===== src/rtl/firc_pkg.sv =====
// Package for the circular-buffer FIR core: sequencer states and register map constants.
package firc_pkg;

    // Coefficient register file: eight taps, indexed 0..7
    localparam int NUM_REGS  = 8;
    localparam int REG_IDX_W = 3;

    // Sequencer states
    typedef enum logic [1:0] {
        ST_IDLE,
        ST_MAC,
        ST_DONE
    } t_state;

endpackage


===== src/rtl/firc_sample_if.sv =====
// Input stream interface: one signed sample per beat.
interface firc_sample_if #(
    parameter int SAMPLE_WIDTH = 16
);
    logic                           valid;
    logic                           ready;
    logic signed [SAMPLE_WIDTH-1:0] sample;

    modport source (output valid, output sample, input ready);
    modport sink   (input valid, input sample, output ready);
endinterface


===== src/rtl/firc_result_if.sv =====
// Output stream interface: filtered sample and clip flag per beat.
interface firc_result_if #(
    parameter int SAMPLE_WIDTH = 16
);
    logic                           valid;
    logic                           ready;
    logic signed [SAMPLE_WIDTH-1:0] filtered;
    logic                           clipped;

    modport source (output valid, output filtered, output clipped, input ready);
    modport sink   (input valid, input filtered, input clipped, output ready);
endinterface


===== src/rtl/fir_filter_circular_core.sv =====
// From sample beat to result beat the taps are swept with one multiplier, one tap per cycle.
// A new sample is accepted only when idle, after the last result enters the output register.
// The shared multiplier and accumulator step through the taps one by one under a small sequencer.
// Synchronous active-low reset clears the delay line, write position and control state;
// coefficient 0 resets to the largest positive value and all other coefficients to zero.
module fir_filter_circular_core #(
    parameter int TAPS         = 8,
    parameter int SAMPLE_WIDTH = 16,
    parameter int COEF_WIDTH   = 16
) (
    input  logic                            i_clk,
    input  logic                            i_rst_n,
    firc_sample_if.sink                     i_sample,
    firc_result_if.source                   o_result,
    input  logic                            i_cfg_we,
    input  logic [firc_pkg::REG_IDX_W-1:0]  i_cfg_idx,
    input  logic [COEF_WIDTH-1:0]           i_cfg_data
);
    import firc_pkg::*;

    localparam int IDX_W  = (TAPS > 1) ? $clog2(TAPS) : 1;
    localparam int CNT_W  = $clog2(TAPS + 1);
    localparam int PROD_W = SAMPLE_WIDTH + COEF_WIDTH;
    localparam int ACC_W  = PROD_W + IDX_W;
    localparam int RND_W  = ACC_W + 1;
    localparam int FRAC   = COEF_WIDTH - 1;
    localparam int SH_W   = RND_W - FRAC;

    localparam logic [IDX_W-1:0] LAST_IDX = IDX_W'(TAPS - 1);
    localparam logic [CNT_W-1:0] LAST_CNT = CNT_W'(TAPS);

    // State and storage
    t_state                          r_state, n_state;
    logic signed [COEF_WIDTH-1:0]    r_coef [NUM_REGS];
    logic signed [SAMPLE_WIDTH-1:0]  r_line [TAPS];
    logic [IDX_W-1:0]                r_wp;
    logic [IDX_W-1:0]                r_idx;
    logic [REG_IDX_W-1:0]            r_tap;
    logic [CNT_W-1:0]                r_cnt;
    logic signed [PROD_W-1:0]        r_prod;
    logic signed [ACC_W-1:0]         r_acc;
    logic                            r_out_valid;
    logic signed [SAMPLE_WIDTH-1:0]  r_filtered;
    logic                            r_clipped;

    logic                            in_beat;
    logic                            out_free;
    logic signed [RND_W-1:0]         rounded;
    logic signed [SH_W-1:0]          shifted;
    logic                            sat_hi;
    logic                            sat_lo;
    logic signed [SAMPLE_WIDTH-1:0]  sat_val;

    assign in_beat  = i_sample.valid && i_sample.ready;
    assign out_free = !r_out_valid || o_result.ready;

    // Round half up, floor shift, saturate
    assign rounded = RND_W'(r_acc) + RND_W'(1 << (FRAC - 1));
    assign shifted = SH_W'(rounded >>> FRAC);
    assign sat_hi  = !shifted[SH_W-1] && (shifted[SH_W-2:SAMPLE_WIDTH-1] != '0);
    assign sat_lo  = shifted[SH_W-1] && (shifted[SH_W-2:SAMPLE_WIDTH-1] != '1);

    always_comb begin
        if (sat_hi) begin
            sat_val = {1'b0, {(SAMPLE_WIDTH-1){1'b1}}};
        end else if (sat_lo) begin
            sat_val = {1'b1, {(SAMPLE_WIDTH-1){1'b0}}};
        end else begin
            sat_val = shifted[SAMPLE_WIDTH-1:0];
        end
    end

    // Sequencer next state and handshake
    always_comb begin
        n_state        = r_state;
        i_sample.ready = 1'b0;
        unique case (r_state)
            ST_IDLE: begin
                i_sample.ready = 1'b1;
                if (i_sample.valid) begin
                    n_state = ST_MAC;
                end
            end
            ST_MAC: begin
                if (r_cnt == LAST_CNT) begin
                    n_state = ST_DONE;
                end
            end
            ST_DONE: begin
                if (out_free) begin
                    n_state = ST_IDLE;
                end
            end
            default: n_state = ST_IDLE;
        endcase
    end

    always_ff @(posedge i_clk) begin
        if (!i_rst_n) begin
            r_state <= ST_IDLE;
        end else begin
            r_state <= n_state;
        end
    end

    // Coefficient registers
    always_ff @(posedge i_clk) begin
        if (!i_rst_n) begin
            for (int i = 0; i < NUM_REGS; i++) begin
                r_coef[i] <= '0;
            end
            r_coef[0] <= {1'b0, {(COEF_WIDTH-1){1'b1}}};
        end else if (i_cfg_we) begin
            r_coef[i_cfg_idx] <= i_cfg_data;
        end
    end

    // Delay line and write position
    always_ff @(posedge i_clk) begin
        if (!i_rst_n) begin
            for (int i = 0; i < TAPS; i++) begin
                r_line[i] <= '0;
            end
            r_wp <= '0;
        end else if (in_beat) begin
            r_line[r_wp] <= i_sample.sample;
            r_wp         <= (r_wp == LAST_IDX) ? '0 : r_wp + 1'b1;
        end
    end

    // Multiply-accumulate: product of tap k registered, added in the next cycle
    always_ff @(posedge i_clk) begin
        if (!i_rst_n) begin
            r_cnt <= '0;
        end else if (in_beat) begin
            r_cnt <= '0;
        end else if (r_state == ST_MAC) begin
            r_cnt <= r_cnt + 1'b1;
        end
    end

    always_ff @(posedge i_clk) begin
        if (in_beat) begin
            r_idx <= r_wp;
            r_tap <= '0;
            r_acc <= '0;
        end else if (r_state == ST_MAC) begin
            r_prod <= r_coef[r_tap] * r_line[r_idx];
            r_idx  <= (r_idx == '0) ? LAST_IDX : r_idx - 1'b1;
            r_tap  <= r_tap + 1'b1;
            if (r_cnt != '0) begin
                r_acc <= r_acc + ACC_W'(r_prod);
            end
        end
    end

    // Output register
    always_ff @(posedge i_clk) begin
        if (!i_rst_n) begin
            r_out_valid <= 1'b0;
        end else if (r_state == ST_DONE && out_free) begin
            r_out_valid <= 1'b1;
        end else if (o_result.ready) begin
            r_out_valid <= 1'b0;
        end
    end

    always_ff @(posedge i_clk) begin
        if (r_state == ST_DONE && out_free) begin
            r_filtered <= sat_val;
            r_clipped  <= sat_hi || sat_lo;
        end
    end

    assign o_result.valid    = r_out_valid;
    assign o_result.filtered = r_filtered;
    assign o_result.clipped  = r_clipped;

    // Checks
    a_start_mac: assert property (@(posedge i_clk) disable iff (!i_rst_n)
        in_beat |=> (r_state == ST_MAC) && (r_cnt == '0))
        else $error("sample beat did not start the tap sweep");

    a_ptr_range: assert property (@(posedge i_clk) disable iff (!i_rst_n)
        (r_wp <= LAST_IDX) && (r_state != ST_MAC || r_idx <= LAST_IDX))
        else $error("delay line pointer out of range");

    a_out_from_done: assert property (@(posedge i_clk) disable iff (!i_rst_n)
        $rose(r_out_valid) |-> $past(r_state == ST_DONE))
        else $error("result produced outside the done state");

    a_cnt_bound: assert property (@(posedge i_clk) disable iff (!i_rst_n)
        (r_state == ST_MAC) |-> (r_cnt <= LAST_CNT))
        else $error("tap counter overran");

endmodule

===== src/flat_wrapper.sv =====
// flat-port wrapper written by rule: the top's interface ports become plain ports
module fir_filter_circular_core_flat import firc_pkg::*;
#(
    parameter int TAPS         = 8,
    parameter int SAMPLE_WIDTH = 16,
    parameter int COEF_WIDTH   = 16
)
  (i_clk, i_rst_n, i_cfg_we, i_cfg_idx, i_cfg_data, i_sample_valid, i_sample_sample, i_sample_ready, o_result_valid, o_result_filtered, o_result_clipped, o_result_ready);
  firc_sample_if #(.SAMPLE_WIDTH(SAMPLE_WIDTH)) i_sample_i ();
  firc_result_if #(.SAMPLE_WIDTH(SAMPLE_WIDTH)) o_result_i ();
  input  logic i_clk;
  input  logic i_rst_n;
  input  logic i_cfg_we;
  input  logic [firc_pkg::REG_IDX_W-1:0] i_cfg_idx;
  input  logic [COEF_WIDTH-1:0] i_cfg_data;
  input wire logic [$bits(i_sample_i.valid)-1:0] i_sample_valid;
  input wire logic [$bits(i_sample_i.sample)-1:0] i_sample_sample;
  output wire logic [$bits(i_sample_i.ready)-1:0] i_sample_ready;
  output wire logic [$bits(o_result_i.valid)-1:0] o_result_valid;
  output wire logic [$bits(o_result_i.filtered)-1:0] o_result_filtered;
  output wire logic [$bits(o_result_i.clipped)-1:0] o_result_clipped;
  input wire logic [$bits(o_result_i.ready)-1:0] o_result_ready;
  assign i_sample_i.valid = i_sample_valid;
  assign i_sample_i.sample = i_sample_sample;
  assign i_sample_ready = i_sample_i.ready;
  assign o_result_valid = o_result_i.valid;
  assign o_result_filtered = o_result_i.filtered;
  assign o_result_clipped = o_result_i.clipped;
  assign o_result_i.ready = o_result_ready;
  fir_filter_circular_core #(.TAPS(TAPS), .SAMPLE_WIDTH(SAMPLE_WIDTH), .COEF_WIDTH(COEF_WIDTH)) u_core (.i_clk(i_clk), .i_rst_n(i_rst_n), .i_sample(i_sample_i), .o_result(o_result_i), .i_cfg_we(i_cfg_we), .i_cfg_idx(i_cfg_idx), .i_cfg_data(i_cfg_data));
endmodule

===== config.mk =====
export PLATFORM = sky130hd
export DESIGN_NAME = fir_filter_circular_core_flat
export DESIGN_NICKNAME = d
export VERILOG_FILES = /design/src/rtl/firc_pkg.sv /design/src/rtl/firc_sample_if.sv /design/src/rtl/firc_result_if.sv /design/src/rtl/fir_filter_circular_core.sv /design/src/flat_wrapper.sv
export SDC_FILE = /design/constraint.sdc
export NUM_CORES = 1
export LEC_CHECK = 0
export BUFFER_PORTS_ARGS = -buffer_cell sky130_fd_sc_hd__buf_2
export CAP_MARGIN = 10
export CORE_MARGIN = 5
export CORE_UTILIZATION = 60
export CTS_CLUSTER_DIAMETER = 100
export DETAILED_ROUTE_END_ITERATION = 6
export MAX_ROUTING_LAYER = met4
export PLACE_DENSITY_LB_ADDON = 0.25
export RECOVER_POWER = 100
export SETUP_SLACK_MARGIN = 0.4
export SLEW_MARGIN = 0
export SYNTH_ARGS = -nofsm -noshare
export SYNTH_HDL_FRONTEND = slang
export SYNTH_SLANG_ARGS = --single-unit
export TNS_END_PERCENT = 10

===== constraint.sdc =====
create_clock -name i_clk -period 13.4 [get_ports i_clk]
set_input_delay 2.68 -clock i_clk [delete_from_list [all_inputs] [get_ports i_clk]]
set_output_delay 2.68 -clock i_clk [all_outputs]
set_load 0.05 [all_outputs]

==> results.toml <==
[run_status]
status = "finished with violations"
violations = "max-capacitance violations, max-slew violations"

[logic_synthesis]
synth_edf_count = 308
ys_ff_latch = 362
synth_top_cell_area_share_pct = 34.34
synth.most_common_cell = "inv_1"
synth_cells = 2380
synth_cell_types = 68
synth_ff_type = "edfxtp_1"
synth_commonest_cells = "317 x inv_1, 308 x edfxtp_1, 263 x fa_1"
synth_warnings = 0
syn-cell-area_um2 = 26930
ys_seq_area_share_pct = 38.36
synth_area_leaders = "edfxtp_1 34%, fa_1 20%, ha_1 5.8%"
async_flop_share_pct = 0
yosys.area.top_type = "edfxtp_1"
synth.avg_cell_area_um2 = 11.32
synthesis.nets = 2807

[cells_and_area]
drive_above_1_share_pct = 9.960
finish.instance_area_um2 = 29260
regArea_um2 = 10330
area_growth_syn_to_layout_pct = 8.650
utilization_pct = 66.03
fin_nets = 2875
multi_input_area_um2 = 15070
n_fill_cell = 3384

[sta]
slew_violations = 170
min_period_over_period_pct = 72.39
finalHoldViolCount = 0
finalCriticalPeriod_ns = 9.701
slew_headroom_pct = -75.94
setup_ws_ns = 3.699
clock_skew_ns = 0.01583
setup_violations = 0
finalSetupTns_ns = 0
rsz0062_at_grt = "no"
fmax_mhz = 103.1
tightestPinTransition_ns = 2.639

[grt]
grt_overflow = 0
grt_max_degree = 45
grt_pass1_vias = 18774
grtUsageTotal_pct = 25.90
grt_pass1_wl_mm = 99.17
antenna_found_initial = 2

[floorplanning]
die_w_um = 221.9
die-area_um2 = 49220
fp.coreArea_um2 = 44320
start_util_pct = 60.77
die_y_um = 221.9
ioPinCount = 59
core.rowCount = 77

[routing]
drt_iter0_drc = 1338
drc = 0
drt-total-wl_mm = 60.39
viasPerCell = 5.699
drtPass1Iterations = 5
ant_nets = 0
post_drt_wl_per_cell_um = 19.65
vias = 17520

[placed_design]
dp_hpwl_mm = 43.90
place_ws_ns = 5.481
post_dp_cell_area_um2 = 28020
io_buffers = 58
gp_congestion = 0.9623

[clocking]
clk_latency_ns = 0.56
post_cts_buffers = 0
postCtsHoldBufs = 0
cts_buffers = 41
clock_sinks = 362
cts_resized = 0
clock_path_buffers = 3
cts_tree = "yes"
h-tree-depth = 2
clock-root-buffer = "clkbuf_16"
clk_pin_slew_ns = 0.06

[worst_setup_path]
path_class = "reg2reg"
start_kind = "flip-flop"
rrSetupSlack_ns = 3.70
worst-path-max-fanout = 32
worstPathArrival_ns = 10.01
r2r-end = "u_core.r_prod[30]"
cp-end-kind = "flip-flop"
reg2regPathDepth = 24
cp.required_ns = 13.70

[worst_hold_path]
min_from = "u_core.r_acc[9]"
holdCritPathClass = "reg2reg"
min_path_cells = 2
min_to = "u_core.r_acc[9]"

[run]
drv_cap = 5
critical path: stages (launching register included):
cell and delay, ns:
dfxtp_2 0.31, clkbuf_1 1.86, mux4_2 0.70, mux2i_1 0.76
nor2_1 0.13, fa_1 0.54, inv_1 0.05, fa_1 0.47
fa_1 0.50, fa_1 0.54, inv_1 0.05, fa_1 0.47
inv_1 0.05, fa_1 0.47, inv_1 0.04, ha_1 0.33
nand2_1 0.08, a21oi_1 0.04, a221oi_1 0.54, o21bai_1 0.27
a211oi_1 0.38, o31ai_1 0.22, o31ai_4 0.24, nor3b_1 0.09
a211o_1 0.28
final cells by class:
| class | count | area share [%] |
|---|---|---|
| diodes | 2 | 0.01710 |
| clock buffers | 52 | 3.861 |
| flip-flops and latches | 362 | 35.31 |
| repair buffers | 104 | 1.736 |
| well taps | 592 | 2.531 |
| clock inverters | 23 | 0.9792 |
| inverters | 317 | 4.066 |
| multi-input cells | 1622 | 51.50 |
stage by stage:
step,hold WS (ns),std cells
6_report,0.4588,3074
3_5_place_dp,0.4540,2996
4_1_cts,0.4637,3071
3_3_place_gp,0.4448,2996
2_1_floorplan,0.4362,2380
5_1_grt,0.4810,3074
cells in the final DEF (no fill, tap or decap), types with 19 or more instances in the layout:
cell type | netlist | final
o21ai_0 | 53 | 55
and2_0 | 0 | 125
nand3_1 | 26 | 26
buf_4 | 0 | 19
fa_1 | 263 | 263
clkbuf_16 | 0 | 43
and3_1 | 28 | 28
nand2_1 | 180 | 180
ha_1 | 124 | 124
nor3_1 | 25 | 25
nor2_1 | 213 | 213
mux4_2 | 64 | 64
dfxtp_1 | 54 | 52
xor2_1 | 27 | 27
a21oi_1 | 83 | 84
clkbuf_1 | 65 | 55
a21o_1 | 25 | 25
edfxtp_1 | 308 | 308
or2_2 | 25 | 25
mux2_2 | 24 | 24
and2_1 | 222 | 97
nand2b_1 | 27 | 27
mux2i_1 | 36 | 36
buf_2 | 6 | 37
inv_1 | 317 | 317
xnor2_1 | 51 | 51
metal layers:
layer / wire [µm] / track usage (%) / vias to the layer above / share of wire [%]
met4: 1632 / 6.980 / 0 / 2.7
li1: - / - / 8085 / -
met5: 0 / - / - / 0
met2: 29460 / 42.75 / 594 / 49
met3: 3952 / 4.197 / 113 / 6.5
met1: 25350 / 33.94 / 8728 / 42
registers in the layout, indices dropped and copies added (netlist names), 2 cells and up, named ones only:
name	flops
u_core.r_coef	128
u_core.r_line	128
u_core.r_acc	35
u_core.r_prod	32
u_core.o_result.filtered	16
u_core.r_cnt	4
u_core.r_idx	3
u_core.r_tap	3
u_core.r_wp	3
u_core.r_state	2
how the worst max path moves through the flow:
stage | startpoint | endpoint | slack [ns] | cells after the start
detailed placement | flip-flop | u_core.r_prod[30] | 5.48 | 24
global route | flip-flop | u_core.r_prod[30] | 2.79 | 24
CTS | flip-flop | u_core.r_prod[30] | 5.47 | 24
floorplan | flip-flop | u_core.r_prod[30] | 6.14 | 26
finish | flip-flop | u_core.r_prod[30] | 3.70 | 24
global placement | flip-flop | u_core.r_prod[30] | 5.63 | 24
kinds of logic (layout without fill, tap and decap cells):
family / count (synthesis) / count (layout) / synth area share [%]
other cells: 0 / 2 / 0
buf+inv: 396 / 496 / 5.552
mux: 124 / 124 / 7.693
fa+ha+maj: 387 / 387 / 25.31
flops: 362 / 362 / 38.36
compound gates: 247 / 247 / 6.091
xor+xnor: 78 / 78 / 2.537
simple gates: 786 / 786 / 14.46
Power is left out: the tool's default activity adds up to more than one toggle a clock period on the data nets, which glitch-free logic cannot reach.
